### src/hw/rtl/abpb_pkg.sv
`timescale 1ns / 1ps
`default_nettype none

package abpb_pkg;

    // Blend modes, as held in the blend_mode register
    typedef enum logic [1:0] {
        MODE_COPY       = 2'd0,
        MODE_ARGB_BLEND = 2'd1,
        MODE_MASK_BLEND = 2'd2,
        MODE_MASK_FILL  = 2'd3
    } mode_t;

    // Configuration register indexes
    localparam logic [1:0] REG_BLEND_MODE  = 2'd0;
    localparam logic [1:0] REG_FILL_COLOR  = 2'd1;
    localparam logic [1:0] REG_MASK_LEVELS = 2'd2;

    localparam int unsigned PIXEL_W = 32;
    localparam int unsigned CHAN_W  = 8;
    localparam logic [7:0]  CHAN_MAX = 8'hff;

    typedef struct packed {
        mode_t       mode;
        logic [31:0] fill;
        logic [7:0]  scale;
    } cfg_t;

    // Item leaving the mask stages
    typedef struct packed {
        logic [31:0] dest;
        logic [31:0] src;
        logic [7:0]  mask;
        logic [7:0]  mfa;
    } mask_item_t;

    // Mask scale factor: largest k with k * levels <= 255; zero levels acts as one
    function automatic logic [7:0] scale_of(input logic [7:0] levels);
        logic [7:0] k;
        begin
            case (levels) inside
                8'd0, 8'd1:       k = 8'd255;
                8'd2:             k = 8'd127;
                8'd3:             k = 8'd85;
                8'd4:             k = 8'd63;
                8'd5:             k = 8'd51;
                8'd6:             k = 8'd42;
                8'd7:             k = 8'd36;
                8'd8:             k = 8'd31;
                8'd9:             k = 8'd28;
                8'd10:            k = 8'd25;
                8'd11:            k = 8'd23;
                8'd12:            k = 8'd21;
                8'd13:            k = 8'd19;
                8'd14:            k = 8'd18;
                8'd15:            k = 8'd17;
                [8'd16:8'd17]:    k = 8'd15;
                8'd18:            k = 8'd14;
                8'd19:            k = 8'd13;
                [8'd20:8'd21]:    k = 8'd12;
                [8'd22:8'd23]:    k = 8'd11;
                [8'd24:8'd25]:    k = 8'd10;
                [8'd26:8'd28]:    k = 8'd9;
                [8'd29:8'd31]:    k = 8'd8;
                [8'd32:8'd36]:    k = 8'd7;
                [8'd37:8'd42]:    k = 8'd6;
                [8'd43:8'd51]:    k = 8'd5;
                [8'd52:8'd63]:    k = 8'd4;
                [8'd64:8'd85]:    k = 8'd3;
                [8'd86:8'd127]:   k = 8'd2;
                default:          k = 8'd1;
            endcase
            return k;
        end
    endfunction

    function automatic logic [7:0] sat_add8(input logic [7:0] a, input logic [7:0] b);
        logic [8:0] sum;
        begin
            sum = {1'b0, a} + {1'b0, b};
            return sum[8] ? CHAN_MAX : sum[7:0];
        end
    endfunction

endpackage

`default_nettype wire

### src/hw/rtl/abpb_cfg.sv
`timescale 1ns / 1ps
`default_nettype none

module abpb_cfg (
    input  wire logic                clk,
    input  wire logic                rst_n,
    input  wire logic                cfg_we,
    input  wire logic [1:0]          cfg_index,
    input  wire logic [31:0]         cfg_data,
    output abpb_pkg::cfg_t           cfg
);

    abpb_pkg::mode_t mode_reg;
    logic [31:0]     fill_reg;
    logic [7:0]      scale_reg;

    // Look up the scale on the write so the datapath only sees a register
    always_ff @(posedge clk or negedge rst_n)
    begin
        if (!rst_n)
        begin
            mode_reg  <= abpb_pkg::MODE_COPY;
            fill_reg  <= '0;
            scale_reg <= 8'd1;
        end
        else if (cfg_we)
        begin
            case (cfg_index)
                abpb_pkg::REG_BLEND_MODE:  mode_reg  <= abpb_pkg::mode_t'(cfg_data[1:0]);
                abpb_pkg::REG_FILL_COLOR:  fill_reg  <= cfg_data;
                abpb_pkg::REG_MASK_LEVELS: scale_reg <= abpb_pkg::scale_of(cfg_data[7:0]);
                default:                   ;
            endcase
        end
    end

    assign cfg.mode  = mode_reg;
    assign cfg.fill  = fill_reg;
    assign cfg.scale = scale_reg;

    a_scale_nonzero: assert property (@(posedge clk) disable iff (!rst_n)
        scale_reg != 8'd0)
        else $error("mask scale is zero");

    a_levels_write: assert property (@(posedge clk) disable iff (!rst_n)
        cfg_we && cfg_index == abpb_pkg::REG_MASK_LEVELS && cfg_data[7:0] >= 8'd128
        |=> scale_reg == 8'd1)
        else $error("mask scale wrong for large mask levels");

endmodule

`default_nettype wire

### src/hw/rtl/abpb_mask.sv
`timescale 1ns / 1ps
`default_nettype none

module abpb_mask (
    input  wire logic                  clk,
    input  wire logic                  rst_n,
    input  wire abpb_pkg::cfg_t        cfg,
    input  wire logic                  in_valid,
    output logic                       in_ready,
    input  wire logic [31:0]           dest_pixel,
    input  wire logic [31:0]           src_value,
    output logic                       out_valid,
    input  wire logic                  out_ready,
    output abpb_pkg::mask_item_t       out_item
);

    logic                 s1_valid_reg;
    logic [31:0]          s1_dest_reg;
    logic [31:0]          s1_src_reg;
    logic [7:0]           s1_mask_reg;
    logic                 s2_valid_reg;
    abpb_pkg::mask_item_t s2_item_reg;

    logic                 s1_ready;
    logic                 s2_ready;
    logic [15:0]          mask_prod;
    logic [7:0]           mask_next;
    logic [15:0]          mfa_prod;

    assign s2_ready = !s2_valid_reg || out_ready;
    assign s1_ready = !s1_valid_reg || s2_ready;

    // Scale the mask byte and saturate
    assign mask_prod = {8'd0, src_value[7:0]} * {8'd0, cfg.scale};
    assign mask_next = (mask_prod[15:8] != 8'd0) ? abpb_pkg::CHAN_MAX : mask_prod[7:0];

    // Mask times fill alpha
    assign mfa_prod  = {8'd0, s1_mask_reg} * {8'd0, cfg.fill[31:24]};

    always_ff @(posedge clk or negedge rst_n)
    begin
        if (!rst_n)
        begin
            s1_valid_reg <= 1'b0;
            s2_valid_reg <= 1'b0;
        end
        else
        begin
            if (s1_ready)
            begin
                s1_valid_reg <= in_valid;
            end
            if (s2_ready)
            begin
                s2_valid_reg <= s1_valid_reg;
            end
        end
    end

    always_ff @(posedge clk)
    begin
        if (s1_ready && in_valid)
        begin
            s1_dest_reg <= dest_pixel;
            s1_src_reg  <= src_value;
            s1_mask_reg <= mask_next;
        end
        if (s2_ready && s1_valid_reg)
        begin
            s2_item_reg.dest <= s1_dest_reg;
            s2_item_reg.src  <= s1_src_reg;
            s2_item_reg.mask <= s1_mask_reg;
            s2_item_reg.mfa  <= mfa_prod[15:8];
        end
    end

    assign in_ready  = s1_ready;
    assign out_valid = s2_valid_reg;
    assign out_item  = s2_item_reg;

    a_enter: assert property (@(posedge clk) disable iff (!rst_n)
        in_valid && in_ready |=> s1_valid_reg)
        else $error("accepted item did not enter the first stage");

    a_hold: assert property (@(posedge clk) disable iff (!rst_n)
        s2_valid_reg && !out_ready |=> s2_valid_reg && $stable(s2_item_reg))
        else $error("held mask item changed");

endmodule

`default_nettype wire

### src/hw/rtl/abpb_mix.sv
`timescale 1ns / 1ps
`default_nettype none

module abpb_mix (
    input  wire logic                  clk,
    input  wire logic                  rst_n,
    input  wire abpb_pkg::cfg_t        cfg,
    input  wire logic                  in_valid,
    output logic                       in_ready,
    input  wire abpb_pkg::mask_item_t  in_item,
    output logic                       out_valid,
    input  wire logic                  out_ready,
    output logic [31:0]                out_pixel
);

    localparam int unsigned NCHAN = 3;

    logic        s3_valid_reg;
    logic [31:0] s3_src_reg;
    logic [7:0]  s3_mfa_reg;
    logic [7:0]  s3_alpha_reg;
    logic [15:0] s3_dprod_reg [NCHAN];
    logic [15:0] s3_sprod_reg [NCHAN];
    logic        s4_valid_reg;
    logic [31:0] s4_pixel_reg;

    logic        s3_ready;
    logic        s4_ready;
    logic [7:0]  dest_a;
    logic [7:0]  weight;
    logic [7:0]  alpha_next;
    logic [31:0] color;
    logic [15:0] dprod_next [NCHAN];
    logic [15:0] sprod_next [NCHAN];
    logic [16:0] chan_sum   [NCHAN];
    logic [23:0] rgb;
    logic [31:0] pixel_next;

    assign s4_ready = !s4_valid_reg || out_ready;
    assign s3_ready = !s3_valid_reg || s4_ready;

    assign dest_a = in_item.dest[31:24];

    // Pick the colour weight; transparent destination takes the colour whole
    always_comb
    begin
        weight     = 8'd0;
        alpha_next = in_item.mfa;
        color      = cfg.fill;
        case (cfg.mode)
            abpb_pkg::MODE_ARGB_BLEND:
            begin
                color      = in_item.src;
                alpha_next = abpb_pkg::sat_add8(dest_a, in_item.src[31:24]);
                if (dest_a == 8'd0)
                    weight = abpb_pkg::CHAN_MAX;
                else
                    weight = in_item.src[31:24];
            end
            abpb_pkg::MODE_MASK_BLEND:
            begin
                alpha_next = abpb_pkg::sat_add8(dest_a, in_item.mfa);
                if (dest_a == 8'd0)
                    weight = abpb_pkg::CHAN_MAX;
                else if (in_item.mask == 8'd0)
                    weight = 8'd0;
                else
                    weight = in_item.mfa;
            end
            default:
            begin
                weight = 8'd0;
            end
        endcase
    end

    always_comb
    begin
        for (int c = 0; c < NCHAN; c++)
        begin
            dprod_next[c] = {8'd0, in_item.dest[c*8 +: 8]} * {8'd0, abpb_pkg::CHAN_MAX - weight};
            sprod_next[c] = {8'd0, color[c*8 +: 8]} * {8'd0, weight};
        end
    end

    // Sum stays below 255 * 256, so the high byte needs no saturation
    always_comb
    begin
        for (int c = 0; c < NCHAN; c++)
        begin
            chan_sum[c]      = {1'b0, s3_dprod_reg[c]} + {1'b0, s3_sprod_reg[c]};
            rgb[c*8 +: 8]    = chan_sum[c][15:8];
        end
    end

    always_comb
    begin
        case (cfg.mode)
            abpb_pkg::MODE_COPY:       pixel_next = s3_src_reg;
            abpb_pkg::MODE_MASK_FILL:  pixel_next = {s3_mfa_reg, cfg.fill[23:0]};
            default:                   pixel_next = {s3_alpha_reg, rgb};
        endcase
    end

    always_ff @(posedge clk or negedge rst_n)
    begin
        if (!rst_n)
        begin
            s3_valid_reg <= 1'b0;
            s4_valid_reg <= 1'b0;
        end
        else
        begin
            if (s3_ready)
            begin
                s3_valid_reg <= in_valid;
            end
            if (s4_ready)
            begin
                s4_valid_reg <= s3_valid_reg;
            end
        end
    end

    always_ff @(posedge clk)
    begin
        if (s3_ready && in_valid)
        begin
            s3_src_reg   <= in_item.src;
            s3_mfa_reg   <= in_item.mfa;
            s3_alpha_reg <= alpha_next;
            for (int c = 0; c < NCHAN; c++)
            begin
                s3_dprod_reg[c] <= dprod_next[c];
                s3_sprod_reg[c] <= sprod_next[c];
            end
        end
        if (s4_ready && s3_valid_reg)
        begin
            s4_pixel_reg <= pixel_next;
        end
    end

    assign in_ready  = s3_ready;
    assign out_valid = s4_valid_reg;
    assign out_pixel = s4_pixel_reg;

endmodule

`default_nettype wire

### src/hw/rtl/argb_blit_pixel_blend.sv
`timescale 1ns / 1ps
`default_nettype none

// Per-pixel blend stage of a blit engine. Each transfer on the input carries the
// current destination pixel and a source value (an ARGB8888 pixel, or a mask in
// bits 7..0 in the mask modes); one output transfer returns the pixel to write.
// blend_mode selects copy, ARGB alpha blend, mask blend with fill_color, or mask
// fill; mask_levels sets the mask scale (255 / mask_levels, looked up on write).
// The datapath is a four-stage pipeline: mask scale, mask times fill alpha,
// weight select with channel products, then channel sums into the output
// register. Throughput is one pixel per cycle while out_stall is low; out_valid
// rises once the result has moved through the stage registers into the output
// register. in_stall rises only when all four stages hold data and out_stall is
// high. Write configuration only while the pipeline is empty.
module argb_blit_pixel_blend (
    input  wire logic        clk,
    input  wire logic        rst_n,

    // Configuration write port
    input  wire logic        cfg_we,
    input  wire logic [1:0]  cfg_index,
    input  wire logic [31:0] cfg_data,

    // Pixel input
    input  wire logic        in_valid,
    output logic             in_stall,
    input  wire logic [31:0] dest_pixel,
    input  wire logic [31:0] src_value,

    // Pixel output
    output logic             out_valid,
    input  wire logic        out_stall,
    output logic [31:0]      out_pixel
);

    abpb_pkg::cfg_t       cfg;
    abpb_pkg::mask_item_t mask_item;
    logic                 mask_in_ready;
    logic                 mask_valid;
    logic                 mix_ready;

    // Register file and scale lookup
    abpb_cfg u_cfg (
        .clk       (clk),
        .rst_n     (rst_n),
        .cfg_we    (cfg_we),
        .cfg_index (cfg_index),
        .cfg_data  (cfg_data),
        .cfg       (cfg)
    );

    // Stages 1-2: scaled mask, mask times fill alpha
    abpb_mask u_mask (
        .clk        (clk),
        .rst_n      (rst_n),
        .cfg        (cfg),
        .in_valid   (in_valid),
        .in_ready   (mask_in_ready),
        .dest_pixel (dest_pixel),
        .src_value  (src_value),
        .out_valid  (mask_valid),
        .out_ready  (mix_ready),
        .out_item   (mask_item)
    );

    // Stages 3-4: weight, channel products, sums and output register
    abpb_mix u_mix (
        .clk       (clk),
        .rst_n     (rst_n),
        .cfg       (cfg),
        .in_valid  (mask_valid),
        .in_ready  (mix_ready),
        .in_item   (mask_item),
        .out_valid (out_valid),
        .out_ready (!out_stall),
        .out_pixel (out_pixel)
    );

    // Backpressure reaches the input only through a full pipeline
    assign in_stall = !mask_in_ready;

    a_stall_full: assert property (@(posedge clk) disable iff (!rst_n)
        in_stall |-> mask_valid && out_valid && out_stall)
        else $error("input stalled with room in the pipeline");

    a_drain: assert property (@(posedge clk) disable iff (!rst_n)
        !out_stall |-> !in_stall)
        else $error("input stalled while output drains");

endmodule

`default_nettype wire

### config.mk
export PLATFORM = sky130hd
export DESIGN_NAME = argb_blit_pixel_blend
export DESIGN_NICKNAME = d
export VERILOG_FILES = /design/src/hw/rtl/abpb_pkg.sv /design/src/hw/rtl/abpb_cfg.sv /design/src/hw/rtl/abpb_mask.sv /design/src/hw/rtl/abpb_mix.sv /design/src/hw/rtl/argb_blit_pixel_blend.sv
export SDC_FILE = /design/constraint.sdc
export NUM_CORES = 1
export LEC_CHECK = 0
export BUFFER_PORTS_ARGS = -buffer_cell sky130_fd_sc_hd__buf_4
export CORE_MARGIN = 2
export CORE_UTILIZATION = 55
export DETAILED_ROUTE_END_ITERATION = 8
export GPL_TIMING_DRIVEN = 0
export HOLD_SLACK_MARGIN = 0.03
export PLACE_DENSITY = 0.72
export RECOVER_POWER = 25
export SLEW_MARGIN = 20
export SYNTH_ARGS = -nofsm -noshare
export SYNTH_HDL_FRONTEND = slang
export SYNTH_SLANG_ARGS = --single-unit
### constraint.sdc
create_clock -name clk -period 8.3 [get_ports clk]
set_clock_uncertainty 0.05 [all_clocks]
set_input_delay 0.415 -clock clk [delete_from_list [all_inputs] [get_ports clk]]
set_output_delay 0.415 -clock clk [all_outputs]
set_load 0.01 [all_outputs]
**Word-level counts from Yosys, hierarchy flattened**

Memories as Yosys holds them, arrays and structs flattened.
Index checks and enable logic that the tools add are counted.

- Flip-flop bits (word level): 278
- Bits in latches: 0
- RAM bits: 96
- Memory bits (read-only): 0
- Bits of input ports: 103
- Output and inout bits: 34
- Word-level logic and storage cells: 156
- Memories kept: 2

- Add/sub/neg operators: 6
- Multiply operators: 8
- Div/mod/pow operators: 0
- Order comparisons: 24
- Equality and inequality tests: 22
- Shifts and indexed selects: 0
- Multiplexer cells: 40
- Bitwise operators: 0
- Reductions and logical operators: 36

Memories:

| memory | depth | bits a word | rd ports | clocked after memory_dff | wr ports | RTL line | source |
|---|---|---|---|---|---|---|---|
| u_mix.s3_dprod_reg | 3 | 16 | 3 | 0 | 3 | abpb_mix.sv:22 | `logic [15:0] s3_dprod_reg [NCHAN];` |
| u_mix.s3_sprod_reg | 3 | 16 | 3 | 0 | 3 | abpb_mix.sv:23 | `logic [15:0] s3_sprod_reg [NCHAN];` |

Operator list:

| operator | number |
|---|---|
| $mux W8 | 33 |
| $mul A8 B8 Y16 | 8 |
| $eq A8 B4 Y1 const B | 8 |
| $pmux W32 S2 | 1 |
| $add A16 B16 Y16 | 3 |
| $ge A8 B5 Y1 const B | 6 |
| $le A8 B5 Y1 const B | 6 |
| $eq A8 B3 Y1 const B | 4 |
| $ge A8 B6 Y1 const B | 4 |
| $le A8 B6 Y1 const B | 4 |
| $pmux W8 S2 | 2 |
| $logic_not A8 Y1 | 3 |
| $mux W24 | 1 |
| $add A8 B8 Y9 | 2 |
| $eq A8 B2 Y1 const B | 2 |
| $eq A8 B5 Y1 const B | 2 |
| $ge A8 B7 Y1 const B | 2 |
| $le A8 B7 Y1 const B | 2 |
| $logic_and A1 B1 Y1 | 16 |
| $eq A8 B1 Y1 const B | 1 |
| $reduce_bool A8 Y1 | 1 |
| $sub A8 B8 Y8 const A | 1 |
| $eq A2 B2 Y1 const B | 3 |
| $logic_not A1 Y1 | 6 |
| other kinds (7) | 15 |

**Logic depth before layout (Yosys ltp)**

- Depth in word-level cells: 31
- Mapped depth: 26
- Gate-level depth less buffers: 23

**Modules after synthesis**

Synthesis repeated with hierarchy kept, for this count alone.

- Cells, all modules: 2964
- Area total of the unflattened synthesis: 32006.9 µm²

Modules (own cells, without submodules):

| module | times used | cells each | area an instance (µm²) |
|---|---|---|---|
| abpb_mix | 1 | 2121 | 21141.5 |
| abpb_mask | 1 | 670 | 8896.0 |
| abpb_cfg | 1 | 171 | 1961.9 |
| argb_blit_pixel_blend | 1 | 2 | 7.5 |

**Worst setup path before layout**

OpenSTA, ideal clock, no wires.

- Path type: flip-flop to flip-flop
- Start point: register u_mix.s4_valid_reg (netlist: u_mix.out_valid)
- End point: register u_mix.s3_alpha_reg[0], enable pin
- Library setup time: 667 ps
- Arrival: 7003 ps
- Data required time: 7583 ps
- Slack: 580 ps
- Stages on the path, launching flop included: 3
- Path buffers: 0
- Period minus slack after synthesis: 7720 ps
- Cell sequence: dfrtp_1 -> and3_1 -> nor2b_1

- Longest elaborated chain between the ends: 4

RTL lines:

| item | RTL line | source |
|---|---|---|
| start, declared | abpb_mix.sv:24 | `logic s4_valid_reg;` |
| start signal, assigned | abpb_mix.sv:120 | `s4_valid_reg <= s3_valid_reg;` |
| $logic_not A1 Y1 | abpb_mix.sv:39 | `assign s4_ready = !s4_valid_reg \|\| out_ready;` |
| $logic_or A1 B1 Y1 | abpb_mix.sv:39 |  |
| $logic_or A1 B1 Y1 | abpb_mix.sv:40 | `assign s3_ready = !s3_valid_reg \|\| s4_ready;` |
| $logic_and A1 B1 Y1 | abpb_mix.sv:127 | `if (s3_ready && in_valid)` |
| end signal, assigned | abpb_mix.sv:131 | `s3_alpha_reg <= alpha_next;` |
| end, declared | abpb_mix.sv:21 | `logic [7:0] s3_alpha_reg;` |

Every way passes these cells.
A chain may end at the register's enable or synchronous reset.

==> impl_results.md <==
* Final setup vio count at 0
* Reg2Reg Depth at 21
* List of most frequent post-synthesis cells: 416 x inv_1, 347 x ha_1, 328 x edfxtp_1, 289 x fa_1, 267 x nand2_1
* Unrepaired setup endpoints after global routing: false
* Pre-CTS setup slack at 1.063 ns
* Hold path endpoint: u_mix.out_valid
* Slowest cell on crit path: buf_1
* Die area at 0.05834 sq mm
* Routed len/inst at 19.15 um
* Number of global-route vias before repair at 22528
* Die Span Y at 241.5 um
* Worst-Skew Late Latency at 0.58 ns
* Seq/Total Area, Yosys at 35.45%
* Final setup margin at 0.9898 ns
* Register-to-Register Setup Slack at 0.99 ns
* EDFF count, synth at 328
* Cells after synthesis at 2847
* Crit-path cells: inv_1 > ha_1 > buf_1 > clkbuf_1 > buf_1 > mux2i_1 > nor2_1 > fa_1 > fa_1 > inv_1 > fa_1 > fa_1 > inv_1 > ha_1 > o21a_1 > o21ai_0 > nand2b_1 > a31oi_1 > o21ai_0 > o41ai_1 > xnor2_1
* CP required at 8.57 ns
* Syn_area_per_cell at 10.90 sq um
* PostCTS Resize Cnt at 0
* Number of placed I/O pins at 137
* Yosys warns at 0
* Die W at 241.5 um
* Syn nets at 3586
* Synth-to-layout area growth at 14.49%
* Top cells by area, synth: edfxtp_1 32%, fa_1 19%, ha_1 14%
* Final Cell Area at 0.03553 sq mm
* Global-route wire length before repair at 121.2 mm
* Post-layout util at 63.37%
* GPL Wtd Cong at 0.9215
* Grt total ovfl at 0
* H-tree depth at 2
* Hold crit path type: primary input to flop
* CTS root buf: clkbuf_16
* DRT Pass-1 Iters at 7
* Post-DP Area at 0.03323 sq mm
* DP HPWL at 57.70 mm
* Setup crit end kind: flop
* Vias per cell at 5.505
* Yosys reg bits at 374
* Max frequency at 0.1368 GHz
* Initial DRC count at 1382
* Mapped Area at 0.03103 sq mm
* Ys flop type: edfxtp_1
* Largest net degree at the start of global routing at 55
* Unique cell type count in the Yosys netlist at 74
* Tmin final at 7.310 ns
* Status: finished with violations
* Core Box Area at 0.05606 sq mm
* CP max stage delay at 0.63 ns
* Clk sinks at 374
* Initial Utilization at 55.36%
* Pwr dens at 434.4 mW/mm^2
* CP delay by family, top: adder cells
* Hold Path Depth at 2
* RR Startpoint: u_cfg.mode_reg[1]
* Gr usage total at 26.28%
* Fraction of layout cells with a size suffix above 1 at 9.033%
* # rows at 87
* Vias at 21529
* # diodes at 0
* Max-Cap Viols at 1
* Reg2reg end: u_mix.s3_sprod_reg[0][15]
* Failing checks: capacitance limit, slew limit
* Clock Pin Slew Worst Setup and Hold Paths at 0.06 ns
* Longest Clk Path Bufs at 3
* Synth top area share at 31.74%
* Worst Max-Slew Pin Slew at 2.774 ns
* Hold Vio Cnt, Final at 0
* Critical path class: flop to flop
* Max FFs per register at 80
* DRC Markers at 0
* Initial antenna violation count at 2
* Count leader, synth: inv_1
* Layout Nets at 3859
* Fin cells at 3911
* Slew Limit Headroom at -84.94%
* Buf/Inv on CP at 6
* Cell mode on critical path: fa_1
* Dpl cells at 3746
* HP Start: out_stall
* Crit path DAT at 7.58 ns
* Pins Over Slew Limit at 47
* CTS tree: done
* Period utilization at 88.07%
* Final Power at 0.01543 W
* Worst-path fanout max at 10
* Post-synth ARST share at 12.30%
* CTS buffer count at 44
* Post-synth top area cell: edfxtp_1
* Port bufs at 134
* Antenna-violating nets left at 0
* P_leak at 16.31 nW
* Total routed wirelength at 74.90 mm
* Peak VDD IR at 0.3722 mV
* Startpoint types: flop
## worst max-delay path by stage
stage / start / to / slack, ns / cells past startpoint
2_1_floorplan: u_mix.out_valid / u_mix.s3_alpha_reg[0] / 0.58 / 2
3_3_place_gp: out_stall / u_mix.s3_dprod_reg[0][4] / -2.07 / 3
3_5_place_dp: u_cfg.mode_reg[1] / u_mix.s3_sprod_reg[0][15] / 1.06 / 21
4_1_cts: u_cfg.mode_reg[1] / u_mix.s3_sprod_reg[0][15] / 1.0 / 21
5_1_grt: u_cfg.mode_reg[1] / u_mix.s3_sprod_reg[0][15] / 0.56 / 21
6_report: u_cfg.mode_reg[1] / u_mix.s3_sprod_reg[0][15] / 0.99 / 21
## layout make-up
class / count / area [sq um]
sequential: 374 / 11000
clock inverter: 31 / 374.1
tap: 756 / 945.9
fill: 4331 / 20530
clock buffer: 50 / 1145
buffer: 77 / 292.8
timing repair buffer: 227 / 1999
multi-input combinational: 1980 / 18210
inverter: 416 / 1562
## cells in the final DEF (no fill, tap or decap), types with 24 or more instances in the layout
master,netlist,final
ha_1,347,347
and2_1,209,207
mux2_2,46,46
nor2_1,149,149
a21oi_1,105,105
nand2_1,267,267
clkbuf_4,0,50
nor2b_1,30,29
fa_1,289,289
clkbuf_1,69,90
dlygate4sd3_1,0,84
o21ai_0,86,86
inv_1,416,416
o21a_1,37,37
nand2b_1,39,39
clkbuf_16,0,45
dfrtp_1,45,45
xnor2_1,82,82
edfxtp_1,328,328
buf_4,0,68
a221oi_1,24,24
xor2_1,34,34
nand3_1,24,24
## kinds of logic after synthesis
logic type	Yosys count	synth area share, %
compound gates	383	8.116
simple gates	782	12.33
xor+xnor	116	3.274
mux	63	2.218
buf+inv	493	5.975
flops	374	35.45
fa+ha+maj	636	32.63
## report_power, final
part | leakage [nW] | internal (W) | switching [W] | total (W)
Clock | 0.736 | 0.00122 | 0.000812 | 0.00203
Sequential | 3.75 | 0.00313 | 0.000303 | 0.00343
Combinational | 11.8 | 0.00431 | 0.00567 | 0.00997
Total | 16.3 | 0.00865 | 0.00678 | 0.0154
## per-layer routing
| layer | global-route usage [%] | up-vias | part of all wire (%) |
|---|---|---|---|
| li1 | - | 10066 | - |
| met1 | 35.00 | 10692 | 43 |
| met2 | 43.99 | 617 | 48 |
| met3 | 4.073 | 152 | 5.6 |
| met4 | 9.024 | 2 | 3.5 |
| met5 | 0 | - | 0.017 |
## what timing repair did
action / CTS / global route
hold buffers: 84 / 0
buffers inserted: 0 / 0
hold endpoints to repair: 128 / 0
## per-stage QoR
step	hold WS (ns)	TNS, ns
after floorplan	0.06941	0
after global placement	0.3526	-295.35
after detailed placement	0.3545	0
after CTS	0.03000	0
after global routing	0.08044	0
final	0.09171	0
Note: power is estimated with default switching activity, not from simulation.
